[src/sipist_pkg.sv]
// Shared types, codes and helpers for the INVITE server transaction block.
package sipist_pkg;

    localparam int TIMER_WIDTH = 16;

    typedef logic [TIMER_WIDTH-1:0] timer_t;
    typedef logic [2:0] phase_t;
    typedef logic [2:0] mode_t;
    typedef logic [9:0] code_t;

    localparam phase_t PH_PROCEEDING = 3'd0;
    localparam phase_t PH_ACCEPTED   = 3'd1;
    localparam phase_t PH_COMPLETED  = 3'd2;
    localparam phase_t PH_CONFIRMED  = 3'd3;
    localparam phase_t PH_TERMINATED = 3'd4;

    localparam mode_t MODE_TICK     = 3'd0;
    localparam mode_t MODE_RESPONSE = 3'd1;
    localparam mode_t MODE_ACK      = 3'd2;
    localparam mode_t MODE_RETRANS  = 3'd3;
    localparam mode_t MODE_NEW_TXN  = 3'd4;

    localparam int TM_G = 0;
    localparam int TM_H = 1;
    localparam int TM_I = 2;
    localparam int TM_L = 3;

    localparam logic [3:0] REG_T1       = 4'h0;
    localparam logic [3:0] REG_T2       = 4'h4;
    localparam logic [3:0] REG_T4       = 4'h8;
    localparam logic [3:0] REG_RELIABLE = 4'hC;

    localparam logic [9:0]  T1_RESET = 10'd500;
    localparam logic [15:0] T2_RESET = 16'd4000;
    localparam logic [15:0] T4_RESET = 16'd5000;

    localparam code_t CODE_2XX_LOW = 10'd200;
    localparam code_t CODE_3XX_LOW = 10'd300;

    localparam logic [32:0] TMAX = 33'((64'd1 << TIMER_WIDTH) - 64'd1);

    // Clamps a value to the largest value a countdown can hold.
    function automatic timer_t sat_timer(input logic [32:0] v);
        logic [32:0] r;
        r = (v > TMAX) ? TMAX : v;
        return r[TIMER_WIDTH-1:0];
    endfunction

endpackage

[src/sip_invite_server_transaction_fsm.sv]
// INVITE server transaction: event register, state update and result register.
//
//   Channel   Direction  Ports                          Content
//   s_        in         s_valid s_ready s_mode ...     one event request
//   m_        out        m_valid m_ready m_* flags      one result per event
//   APB       in/out     psel penable pwrite paddr ...  T1, T2, T4, reliable
//
// Each request is held in the event register and then moves to the result
// register, where its result is valid; one request can be taken every cycle
// while the result is not stalled. The state and timers update as a request
// moves from the event register to the result register. aresetn is synchronous
// and clears the state, the timers and both valid bits. A stalled result holds
// the event register, which in turn drops s_ready.
module sip_invite_server_transaction_fsm (
    input  logic                aclk,
    input  logic                aresetn,
    input  logic                s_valid,
    output logic                s_ready,
    input  sipist_pkg::mode_t   s_mode,
    input  sipist_pkg::code_t   s_status_code,
    output logic                m_valid,
    input  logic                m_ready,
    output logic                m_forward_response,
    output logic                m_retransmit_last,
    output logic                m_ack_to_user,
    output logic                m_rejected,
    output logic                m_terminated_now,
    output logic [2:0]          m_txn_state,
    input  logic                psel,
    input  logic                penable,
    input  logic                pwrite,
    input  logic [3:0]          paddr,
    input  logic [31:0]         pwdata,
    output logic [31:0]         prdata,
    output logic                pready
);
    import sipist_pkg::*;

    // Configuration registers
    logic [9:0]  t1_reg;
    logic [15:0] t2_reg;
    logic [15:0] t4_reg;
    logic        reliable_reg;

    // Event register
    logic   in_vld_reg;
    mode_t  mode_reg;
    code_t  code_reg;

    // Transaction state
    phase_t     phase_reg, phase_next;
    timer_t     interval_reg, interval_next;
    timer_t     cd_g_reg, cd_g_next;
    timer_t     cd_h_reg, cd_h_next;
    timer_t     cd_i_reg, cd_i_next;
    timer_t     cd_l_reg, cd_l_next;
    logic [3:0] active_reg, active_next;

    // Result register
    logic   out_vld_reg;
    logic   fwd_reg, fwd_next;
    logic   retx_reg, retx_next;
    logic   ackup_reg, ackup_next;
    logic   rej_reg, rej_next;
    logic   term_reg, term_next;
    phase_t state_reg;

    logic   advance;
    logic   cfg_write;

    timer_t t1_sat, t1x64_sat, t2_sat, t4_sat, doubled;
    logic   is_2xx, is_final_err;
    logic   fire_g, fire_h, fire_i, fire_l, tick_term;

    assign advance   = in_vld_reg && (!out_vld_reg || m_ready);
    assign s_ready   = !in_vld_reg || advance;
    assign cfg_write = psel && penable && pwrite;
    assign pready    = 1'b1;

    always_comb begin
        case (paddr)
            REG_T1:       prdata = {22'd0, t1_reg};
            REG_T2:       prdata = {16'd0, t2_reg};
            REG_T4:       prdata = {16'd0, t4_reg};
            REG_RELIABLE: prdata = {31'd0, reliable_reg};
            default:      prdata = 32'd0;
        endcase
    end

    always_ff @(posedge aclk) begin
        if (!aresetn) begin
            t1_reg       <= T1_RESET;
            t2_reg       <= T2_RESET;
            t4_reg       <= T4_RESET;
            reliable_reg <= 1'b0;
        end else if (cfg_write) begin
            case (paddr[3:2])
                REG_T1[3:2]:       t1_reg       <= pwdata[9:0];
                REG_T2[3:2]:       t2_reg       <= pwdata[15:0];
                REG_T4[3:2]:       t4_reg       <= pwdata[15:0];
                REG_RELIABLE[3:2]: reliable_reg <= pwdata[0];
                default: ;
            endcase
        end
    end

    assign t1_sat    = sat_timer({23'd0, t1_reg});
    assign t1x64_sat = sat_timer({17'd0, t1_reg, 6'd0});
    assign t2_sat    = sat_timer({17'd0, t2_reg});
    assign t4_sat    = sat_timer({17'd0, t4_reg});

    // Next retransmit interval: doubled, clamped to the width and then to T2.
    always_comb begin
        timer_t dbl;
        dbl     = sat_timer(33'({interval_reg, 1'b0}));
        doubled = (dbl > t2_sat) ? t2_sat : dbl;
    end

    assign is_2xx       = (code_reg >= CODE_2XX_LOW) && (code_reg < CODE_3XX_LOW);
    assign is_final_err = (code_reg >= CODE_3XX_LOW);

    assign fire_g = active_reg[TM_G] && (cd_g_reg <= timer_t'(1));
    assign fire_h = active_reg[TM_H] && (cd_h_reg <= timer_t'(1));
    assign fire_i = active_reg[TM_I] && (cd_i_reg <= timer_t'(1));
    assign fire_l = active_reg[TM_L] && (cd_l_reg <= timer_t'(1));
    // Timer G never ends the transaction, so the phase seen by H, I and L is
    // the phase before the tick; any termination clears every timer anyway.
    assign tick_term = (fire_h && (phase_reg == PH_COMPLETED)) || fire_i || fire_l;

    always_comb begin
        phase_next    = phase_reg;
        interval_next = interval_reg;
        cd_g_next     = cd_g_reg;
        cd_h_next     = cd_h_reg;
        cd_i_next     = cd_i_reg;
        cd_l_next     = cd_l_reg;
        active_next   = active_reg;
        fwd_next      = 1'b0;
        retx_next     = 1'b0;
        ackup_next    = 1'b0;
        rej_next      = 1'b0;

        case (mode_reg)
            MODE_TICK: begin
                if (fire_g) begin
                    if (phase_reg == PH_COMPLETED) begin
                        retx_next     = 1'b1;
                        interval_next = doubled;
                        cd_g_next     = doubled;
                    end else begin
                        cd_g_next         = '0;
                        active_next[TM_G] = 1'b0;
                    end
                end else if (active_reg[TM_G]) begin
                    cd_g_next = cd_g_reg - timer_t'(1);
                end
                if (fire_h) begin
                    cd_h_next         = '0;
                    active_next[TM_H] = 1'b0;
                end else if (active_reg[TM_H]) begin
                    cd_h_next = cd_h_reg - timer_t'(1);
                end
                if (active_reg[TM_I]) begin
                    cd_i_next = fire_i ? '0 : cd_i_reg - timer_t'(1);
                end
                if (active_reg[TM_L]) begin
                    cd_l_next = fire_l ? '0 : cd_l_reg - timer_t'(1);
                end
                if (tick_term) begin
                    phase_next    = PH_TERMINATED;
                    interval_next = '0;
                    cd_g_next     = '0;
                    cd_h_next     = '0;
                    cd_i_next     = '0;
                    cd_l_next     = '0;
                    active_next   = '0;
                end
            end
            MODE_RESPONSE: begin
                if (phase_reg == PH_PROCEEDING) begin
                    fwd_next = 1'b1;
                    if (is_2xx) begin
                        phase_next        = PH_ACCEPTED;
                        cd_l_next         = t1x64_sat;
                        active_next[TM_L] = 1'b1;
                    end else if (is_final_err) begin
                        phase_next        = PH_COMPLETED;
                        if (!reliable_reg) begin
                            interval_next     = t1_sat;
                            cd_g_next         = t1_sat;
                            active_next[TM_G] = 1'b1;
                        end
                        cd_h_next         = t1x64_sat;
                        active_next[TM_H] = 1'b1;
                    end
                end else if (phase_reg == PH_ACCEPTED && is_2xx) begin
                    fwd_next = 1'b1;
                end else begin
                    rej_next = 1'b1;
                end
            end
            MODE_ACK: begin
                if (phase_reg == PH_COMPLETED) begin
                    cd_g_next         = '0;
                    interval_next     = '0;
                    active_next[TM_G] = 1'b0;
                    if (!reliable_reg) begin
                        phase_next        = PH_CONFIRMED;
                        cd_i_next         = t4_sat;
                        active_next[TM_I] = 1'b1;
                    end else begin
                        phase_next  = PH_TERMINATED;
                        cd_h_next   = '0;
                        cd_i_next   = '0;
                        cd_l_next   = '0;
                        active_next = '0;
                    end
                end else if (phase_reg == PH_ACCEPTED) begin
                    ackup_next = 1'b1;
                end else begin
                    rej_next = 1'b1;
                end
            end
            MODE_RETRANS: begin
                retx_next = (phase_reg == PH_PROCEEDING) || (phase_reg == PH_COMPLETED);
            end
            MODE_NEW_TXN: begin
                phase_next    = PH_PROCEEDING;
                interval_next = '0;
                cd_g_next     = '0;
                cd_h_next     = '0;
                cd_i_next     = '0;
                cd_l_next     = '0;
                active_next   = '0;
            end
            default: ;
        endcase

        term_next = (phase_next == PH_TERMINATED) && (phase_reg != PH_TERMINATED);
    end

    always_ff @(posedge aclk) begin
        if (!aresetn) begin
            in_vld_reg   <= 1'b0;
            out_vld_reg  <= 1'b0;
            phase_reg    <= PH_PROCEEDING;
            interval_reg <= '0;
            cd_g_reg     <= '0;
            cd_h_reg     <= '0;
            cd_i_reg     <= '0;
            cd_l_reg     <= '0;
            active_reg   <= '0;
        end else begin
            if (s_ready) begin
                in_vld_reg <= s_valid;
            end
            if (advance) begin
                out_vld_reg  <= 1'b1;
                phase_reg    <= phase_next;
                interval_reg <= interval_next;
                cd_g_reg     <= cd_g_next;
                cd_h_reg     <= cd_h_next;
                cd_i_reg     <= cd_i_next;
                cd_l_reg     <= cd_l_next;
                active_reg   <= active_next;
            end else if (m_ready) begin
                out_vld_reg <= 1'b0;
            end
        end
    end

    always_ff @(posedge aclk) begin
        if (s_valid && s_ready) begin
            mode_reg <= s_mode;
            code_reg <= s_status_code;
        end
        if (advance) begin
            fwd_reg   <= fwd_next;
            retx_reg  <= retx_next;
            ackup_reg <= ackup_next;
            rej_reg   <= rej_next;
            term_reg  <= term_next;
            state_reg <= phase_next;
        end
    end

    assign m_valid            = out_vld_reg;
    assign m_forward_response = fwd_reg;
    assign m_retransmit_last  = retx_reg;
    assign m_ack_to_user      = ackup_reg;
    assign m_rejected         = rej_reg;
    assign m_terminated_now   = term_reg;
    assign m_txn_state        = state_reg;

    // Timer G only runs while the final error response is retransmitted.
    a_g_in_completed: assert property (@(posedge aclk) disable iff (!aresetn)
        active_reg[TM_G] |-> (phase_reg == PH_COMPLETED))
        else $error("timer G active outside completed");

    a_i_in_confirmed: assert property (@(posedge aclk) disable iff (!aresetn)
        active_reg[TM_I] |-> (phase_reg == PH_CONFIRMED))
        else $error("timer I active outside confirmed");

    a_l_in_accepted: assert property (@(posedge aclk) disable iff (!aresetn)
        active_reg[TM_L] |-> (phase_reg == PH_ACCEPTED))
        else $error("timer L active outside accepted");

    a_term_clear: assert property (@(posedge aclk) disable iff (!aresetn)
        (phase_reg == PH_TERMINATED) |-> (active_reg == 4'd0))
        else $error("timers still active after termination");

    a_result_state: assert property (@(posedge aclk) disable iff (!aresetn)
        advance |=> (m_txn_state == phase_reg))
        else $error("reported state differs from transaction state");

endmodule
[config.mk]
export PLATFORM = sky130hd
export DESIGN_NAME = sip_invite_server_transaction_fsm
export DESIGN_NICKNAME = d
export VERILOG_FILES = /design/src/sipist_pkg.sv /design/src/sip_invite_server_transaction_fsm.sv
export SDC_FILE = /design/constraint.sdc
export NUM_CORES = 1
export LEC_CHECK = 0
export BUFFER_PORTS_ARGS = -buffer_cell sky130_fd_sc_hd__buf_2
export CORE_ASPECT_RATIO = 0.5
export CORE_MARGIN = 3
export CORE_UTILIZATION = 25
export DETAILED_ROUTE_END_ITERATION = 7
export SLEW_MARGIN = 20
export SYNTH_ARGS = -nofsm -noshare
export SYNTH_HDL_FRONTEND = slang
export SYNTH_SLANG_ARGS = --single-unit
export TNS_END_PERCENT = 20
[constraint.sdc]
create_clock -name aclk -period 3.2 [get_ports aclk]
set_clock_uncertainty 0.2 [all_clocks]
set_input_delay 0.8 -clock aclk [delete_from_list [all_inputs] [get_ports aclk]]
set_output_delay 0.8 -clock aclk [all_outputs]
set_load 0.02 [all_outputs]
==> summary.md, run 1 <==
| Metric | Value |
|---|---|
| Result of the run | `finished clean` |
| Internal cell power | `0.00339 W` |
| Crit path required time | `3320 ps` |
| Overflow left after global routing | `0` |
| Global-route wire length before repair | `44.1 mm` |
| Synth cell types | `79` |
| Pwr Density | `458 nW/um^2` |
| Final critical delay including setup and external delays | `3150 ps` |
| Number of clock sinks seen by CTS | `151` |
| Achievable clock frequency | `317 MHz` |
| DR WL met2 | `12.6 mm` |
| Count of flip-flops with a built-in enable after synthesis | `19` |
| Drt initial violations | `788` |
| Maximum fanout count along the critical path | `6` |
| Sequential Power Share | `0.416` |
| Total of buffers placed on input and output ports | `63` |
| Area of the core | `33,500 sq um` |
| Max-slew violation count | `0` |
| Total length of routed met3 wires | `1.54 mm` |
| List of most frequent post-synthesis cells | `162 x nand2_1, 132 x dfxtp_1, 108 x nor2_1, 96 x a21oi_1, 66 x o21ai_0` |
| Max-capacitance violation count | `0` |
| Logic pwr share | `0.184` |
| Part of the power in the clock network | `0.400` |
| Kind of critical path | `register to register` |
| Final HPWL from detailed placement | `20.3 mm` |
| Period utilisation layout | `0.985` |
| Ports placed on the boundary | `99` |
| Number of global-route vias before repair | `7,935` |
| Part of the Yosys area used for sequential elements | `0.373` |
| Total wirelength of the detailed-routed design | `28.0 mm` |
| Global-route total usage across every layer | `0.151` |
| Bufs on Longest Clock Path | `2` |
| Synthesis warning total | `0` |
| Leading post-synthesis cells by cell area | `dfxtp_1 31%, nand2_1 7.1%, edfxtp_1 6.6%` |
| Path category of the worst min-delay check | `register to register` |
| Highest metal used | `met4` |
| Clock tree from TritonCTS | `yes` |
| Die extent in x | `269 um` |
| Clock transition at the register clock pins on the worst setup and hold paths after CTS | `60 ps` |
| Proportion of total power due to net switching | `0.310` |
| Count leader, synth | `nand2_1` |
| Transition time at the pin with the least slew margin | `757 ps` |
| Total power consumption of the routed design | `0.00491 W` |
| Post-detailed-route wirelength per cell | `16.8 um` |
| Clock latency at the later pin of the worst-skew pair | `440 ps` |
| Row count | `47` |
| Kind of start point of the critical path | `register` |
| Die area | `36,900 sq um` |
| Capture endpoint of the worst hold path | `interval_reg[12]` |
| Static leakage | `4.32 nW` |
| CP endpoint kind | `register` |
| Remaining number of nets flagged by the antenna check after routing | `0` |
| Register-to-register setup slack | `50 ps` |
| Fraction of final layout cells sized beyond drive strength 1 | `0.206` |
| Data arrival time of the worst path | `3270 ps` |
| Number of antenna cells inserted | `0` |
| Final number of hold-violating endpoints | `0` |
| Net count of the finished layout | `1,294` |
| Routed metal-1 wire length | `13.4 mm` |
| Critical R2R Launch | `interval_reg[15]` |
| IR drop worst, VDD | `365 uV` |
| Synth async-reset ratio | `0` |
| Mean Syn Cell Area | `7.85 sq um` |
| Relative slew margins | `0.495` |
| Register bit count reported by yosys | `151` |
| Cells on worst reg2reg path | `12` |
| Number of antenna violations at the first check in global routing | `0` |
| Gpl congestion | `0.882` |
| Die Height | `137 um` |
| Share of the synthesized area in the top cell type | `0.306` |
| Worst r2r dst | `cd_g_reg[3]` |
| Largest area contributor in the synthesized netlist | `dfxtp_1` |
| Num CTS Buffers | `17` |
| RSZ-0062 raised after global routing | `true` |
| Detail-routed via count per cell | `5.18` |
| Critical hold path startpoint | `interval_reg[12]` |
| Synth Flop Type | `dfxtp_1` |
| Netlist area before placement | `8620 sq um` |
| Number of stages on the worst hold path | `2` |
| Final setup violating endpoints | `0` |
| Number of cells produced by synthesis | `1,099` |
| Drt first pass iters | `6` |
| Vias | `8,639` |
| Largest net degree at the start of global routing | `37` |
| H-tree depth reported by CTS | `4` |
| Tightest hold margin | `245 ps` |
| Cell chosen for the clock root | `clkbuf_16` |
| Remaining design rule violation count | `0` |
| Synth-to-Final Area Change | `24.1%` |
| Power dissipated by switching net loads | `0.00152 W` |
| Number of buffers inserted by hold repair at cts | `0` |
| Starting Density | `0.257` |
-- worst max-delay path, stage by stage, from the launching register on --
cell,delay [ps]
dfxtp_4,370
buf_4,150
buf_4,140
or2_2,320
ha_4,220
nor2b_1,130
o211ai_1,280
a21oi_4,110
o31ai_4,250
buf_4,150
mux2_2,350
a221oi_2,260
o31ai_1,80
-- power by group through the flow --
stage	registers [W]	clock network (W)	logic, W
2_1_floorplan	0.00208	0	0.000610
3_5_place_dp	0.00208	0	0.000873
3_3_place_gp	0.00208	0	0.000870
4_1_cts	0.00204	0.00198	0.000886
5_1_grt	0.00205	0.00206	0.00101
6_report	0.00204	0.00196	0.000901
-- cell type report --
cell class	instances	area (sq um)
clock inverters	13	106
repair buffers	156	1070
multi-input cells	851	5160
clock buffers	19	453
well taps	441	552
flip-flops and latches	151	3220
fillers	3525	22800
inverters	37	139
-- cells in the final DEF (no fill, tap or decap), drive strengths merged, types with 7 or more instances in the layout --
master	Yosys	layout
a211oi	7	7
a21oi	96	96
a22oi	14	14
a31oi	16	16
a32oi	8	8
and2	8	8
and3	8	8
buf	28	156
clkbuf	47	19
conb	2	17
dfxtp	132	132
edfxtp	19	19
ha	24	24
inv	36	46
mux2	7	7
mux2i	19	19
nand2	163	163
nand3	36	36
nand4	11	11
nor2	108	108
nor3	37	37
nor4	13	13
o211ai	18	18
o21ai	67	67
o22ai	12	12
o31a	7	7
o31ai	14	14
or2	19	19
or3	15	15
or4	9	9
xnor2	8	8
xor2	11	11
-- how the worst max path moves through the flow --
stage                      from          end
2_1_floorplan  interval_reg[15]  cd_g_reg[3]
3_3_place_gp   interval_reg[15]  cd_g_reg[0]
3_5_place_dp   interval_reg[15]  cd_g_reg[0]
4_1_cts        interval_reg[15]  cd_g_reg[0]
5_1_grt        interval_reg[15]  cd_g_reg[3]
6_report       interval_reg[15]  cd_g_reg[3]
-- through the flow --
step | utilization | cells | instance area [sq um] | TNS (ps) | setup WS (ps)
floorplan | - | 1114 | 8700 | -28.5 | -20.1
global placement | 0.297 | 1633 | 9950 | -968 | -99.9
detailed placement | 0.297 | 1633 | 9950 | -1710 | -146
CTS | 0.318 | 1668 | 10700 | 0 | 23.8
global route | 0.319 | 1668 | 10700 | -173 | -57.1
finish | 0.319 | 1668 | 10700 | 0 | 48.8
-- kinds of logic (layout without fill, tap and decap cells) --
logic type	count (synthesis)	count (layout)	synth area share
muxes	27	27	0.0338
and+or+nand+nor	454	454	0.248
buffers and inverters	112	225	0.0572
AOI/OAI and AO/OA	310	310	0.233
xor gates and xnor gates	19	19	0.0193
other	2	17	0.000871
DFF	151	151	0.373
adders and majority gates	24	24	0.0348
-- what timing repair did --
item	CTS	global route
endpoints found under the setup margin	24	13
pin swaps	8	5
cloned	0	0
resized for setup	25	7
buffers inserted	3	0
-- per-layer routing --
| metal | up-vias | global-route usage |
|---|---|---|
| met4 | 0 | 0.0412 |
| met3 | 43 | 0.0328 |
| met1 | 4114 | 0.210 |
| met5 | - | 0 |
| li1 | 4206 | - |
| met2 | 276 | 0.238 |
(Power assumes the default switching activity.)
==> run 2: changes to the inputs <==
Settings changed: CELL_PAD_IN_SITES_DETAIL_PLACEMENT from default to 0, CELL_PAD_IN_SITES_GLOBAL_PLACEMENT from default to 2, PLACE_DENSITY_LB_ADDON from default to 0.1.
==> run 2 against run 1 <==
Against the previous run:
- power is 1.8% higher
- die area stayed put
- design area is 1.1% higher
- critical path type unchanged
- critical endpoint is now cd_g_reg[0]
==> summary.md, run 2 (synthesis results as in run 1) <==
| Metric | Value |
|---|---|
| Final HPWL from detailed placement | `24.9 mm` |
| Kind of start point of the critical path | `register` |
| Kind of critical path | `register to register` |
| Global-route wire length before repair | `51.0 mm` |
| Overflow left after global routing | `0` |
| Remaining number of nets flagged by the antenna check after routing | `0` |
| Number of clock sinks seen by CTS | `151` |
| Largest delay share family, worst path | `simple AND/OR/NAND/NOR gates` |
| Die extent in x | `269 um` |
| Cell Chain, Critical Path | `buf_6 > or2_4 > ha_4 > nand2_1 > or4_4 > buf_6 > a21oi_2 > buf_4 > o31ai_4 > mux2_4 > a222oi_1 > a21oi_1` |
| Result of the run | `finished clean` |
| Number of antenna violations at the first check in global routing | `0` |
| Ports placed on the boundary | `99` |
| Clock tree from TritonCTS | `yes` |
| Count of buffering cells on the critical path with inverters included | `3` |
| Launch point of the critical path | `interval_reg[15]` |
| Cell chosen for the clock root | `clkbuf_16` |
| Standard cell with the maximum stage delay on the critical path | `or4_4` |
| Detail-routed via count per cell | `5.13` |
| Data arrival time of the worst path | `3340 ps` |
| Num CTS Buffers | `17` |
| Die Height | `137 um` |
| Max-slew violation count | `0` |
| Clock latency at the later pin of the worst-skew pair | `460 ps` |
| Remaining design rule violation count | `0` |
| Fraction of final layout cells sized beyond drive strength 1 | `0.211` |
| Number of antenna cells inserted | `0` |
| Starting Density | `0.257` |
| Largest net degree at the start of global routing | `76` |
| Gpl congestion | `0.823` |
| Commonest non-fill, non-tap cell in the layout | `nand2_1` |
| RSZ-0062 raised after global routing | `true` |
| Row count | `47` |
| Area of the core | `33,500 sq um` |
| Critical R2R Launch | `interval_reg[15]` |
| Vias | `8,614` |
| Die area | `36,900 sq um` |
| Synth-to-Final Area Change | `25.5%` |
| Period utilisation layout | `1.00` |
| Global-route total usage across every layer | `0.185` |
| Total wirelength of the detailed-routed design | `33.7 mm` |
| H-tree depth reported by CTS | `4` |
| Clock transition at the register clock pins on the worst setup and hold paths after CTS | `70 ps` |
| Drt first pass iters | `5` |
| Register-to-register setup slack | `0.5 ps` |
| Total of buffers placed on input and output ports | `63` |
| Transition time at the pin with the least slew margin | `743 ps` |
| Core occupancy in the finished layout | `0.323` |
| Critical hold path startpoint | `interval_reg[10]` |
| Path category of the worst min-delay check | `register to register` |
| Max-capacitance violation count | `0` |
| Static leakage | `4.34 nW` |
| Worst path most repeated cell | `buf_6` |
| Max stage delay on crit path | `520 ps` |
| Net count of the finished layout | `1,304` |
| Final critical delay including setup and external delays | `3200 ps` |
| Commonest non-fill, non-tap cells in the layout | `162 x nand2_1, 131 x dfxtp_1, 108 x nor2_1` |
| Pwr Density | `461 nW/um^2` |
| Achievable clock frequency | `313 MHz` |
| Final number of hold-violating endpoints | `0` |
| CP endpoint kind | `register` |
| IR drop worst, VDD | `396 uV` |
| Maximum fanout count along the critical path | `7` |
| Relative slew margins | `0.504` |
| Total placed instance area | `10,000 sq um` |
| Bufs on Longest Clock Path | `2` |
| Crit path required time | `3340 ps` |
| Drt initial violations | `645` |
| Layout Cell Area excl Fill | `10,800 sq um` |
| Final setup violating endpoints | `0` |
| Number of global-route vias before repair | `8,389` |
| Post-detailed-route wirelength per cell | `20.1 um` |
==> run 2: cell types whose count changed in the layout (fill, tap and decap cells not counted), sizes merged <==
cell	before	now
buf	156	166
inv	46	40
clkinvlp	1	6
clkbuf	19	17
clkinv	3	5
bufinv	0	1
==> run 2: final timing paths <==
path | depth (start not counted) | to
setup / recovery | 12 | cd_g_reg[0]
hold / removal | 2 | interval_reg[10]
setup reg to reg | 12 | cd_g_reg[0]
hold reg to reg | 2 | interval_reg[10]
==> run 2: metal layers <==
metal,GRT usage,vias to the layer above,part of all wire
li1,-,4217,-
met1,0.264,4182,0.51
met2,0.284,197,0.43
met3,0.0423,18,0.048
met4,0.0421,0,0.0091
met5,0,-,0
==> run 2: timing repair <==
item                                    4_1_cts  5_1_grt
hold buffers                                  0        0
pin swaps                                     7        5
resized for setup                            28        9
endpoints found under the setup margin       28       39
hold endpoints to repair                      0        0
buffers inserted                              3        2
==> run 2: final cells by class <==
class	count	area [sq um]
clock inverter	15	130
inverter	37	139
multi-input combinational	851	5190
sequential	151	3220
tap	441	552
fill	3629	22700
timing repair buffer	166	1170
clock buffer	17	425
==> run 2: power breakdown <==
part | leakage [nW] | internal (W) | switching, W
clock | 0.253 | 0.00107 | 0.000927
sequential | 1.25 | 0.00198 | 0.0000667
combinational | 2.83 | 0.000365 | 0.000580
total | 4.34 | 0.00342 | 0.00157
==> run 2: worst min-delay path, stage by stage (launching register included) <==
cell	delay [ps]
dfxtp_1	320
nand2_1	40
o21ai_0	60
==> run 2: through the flow <==
step	std cells	power [W]	setup TNS (ps)	hold slack [ps]	setup slack, ps
after detailed placement	1641	0.00302	-2560	242	-202
after CTS	1676	0.00504	-9.19	257	-9.19
final	1678	0.00499	0	256	0.458
after floorplan	1114	0.00269	-28.5	208	-20.1
after global placement	1641	0.00301	-1250	237	-147
after global routing	1678	0.00523	-74.1	285	-73.4
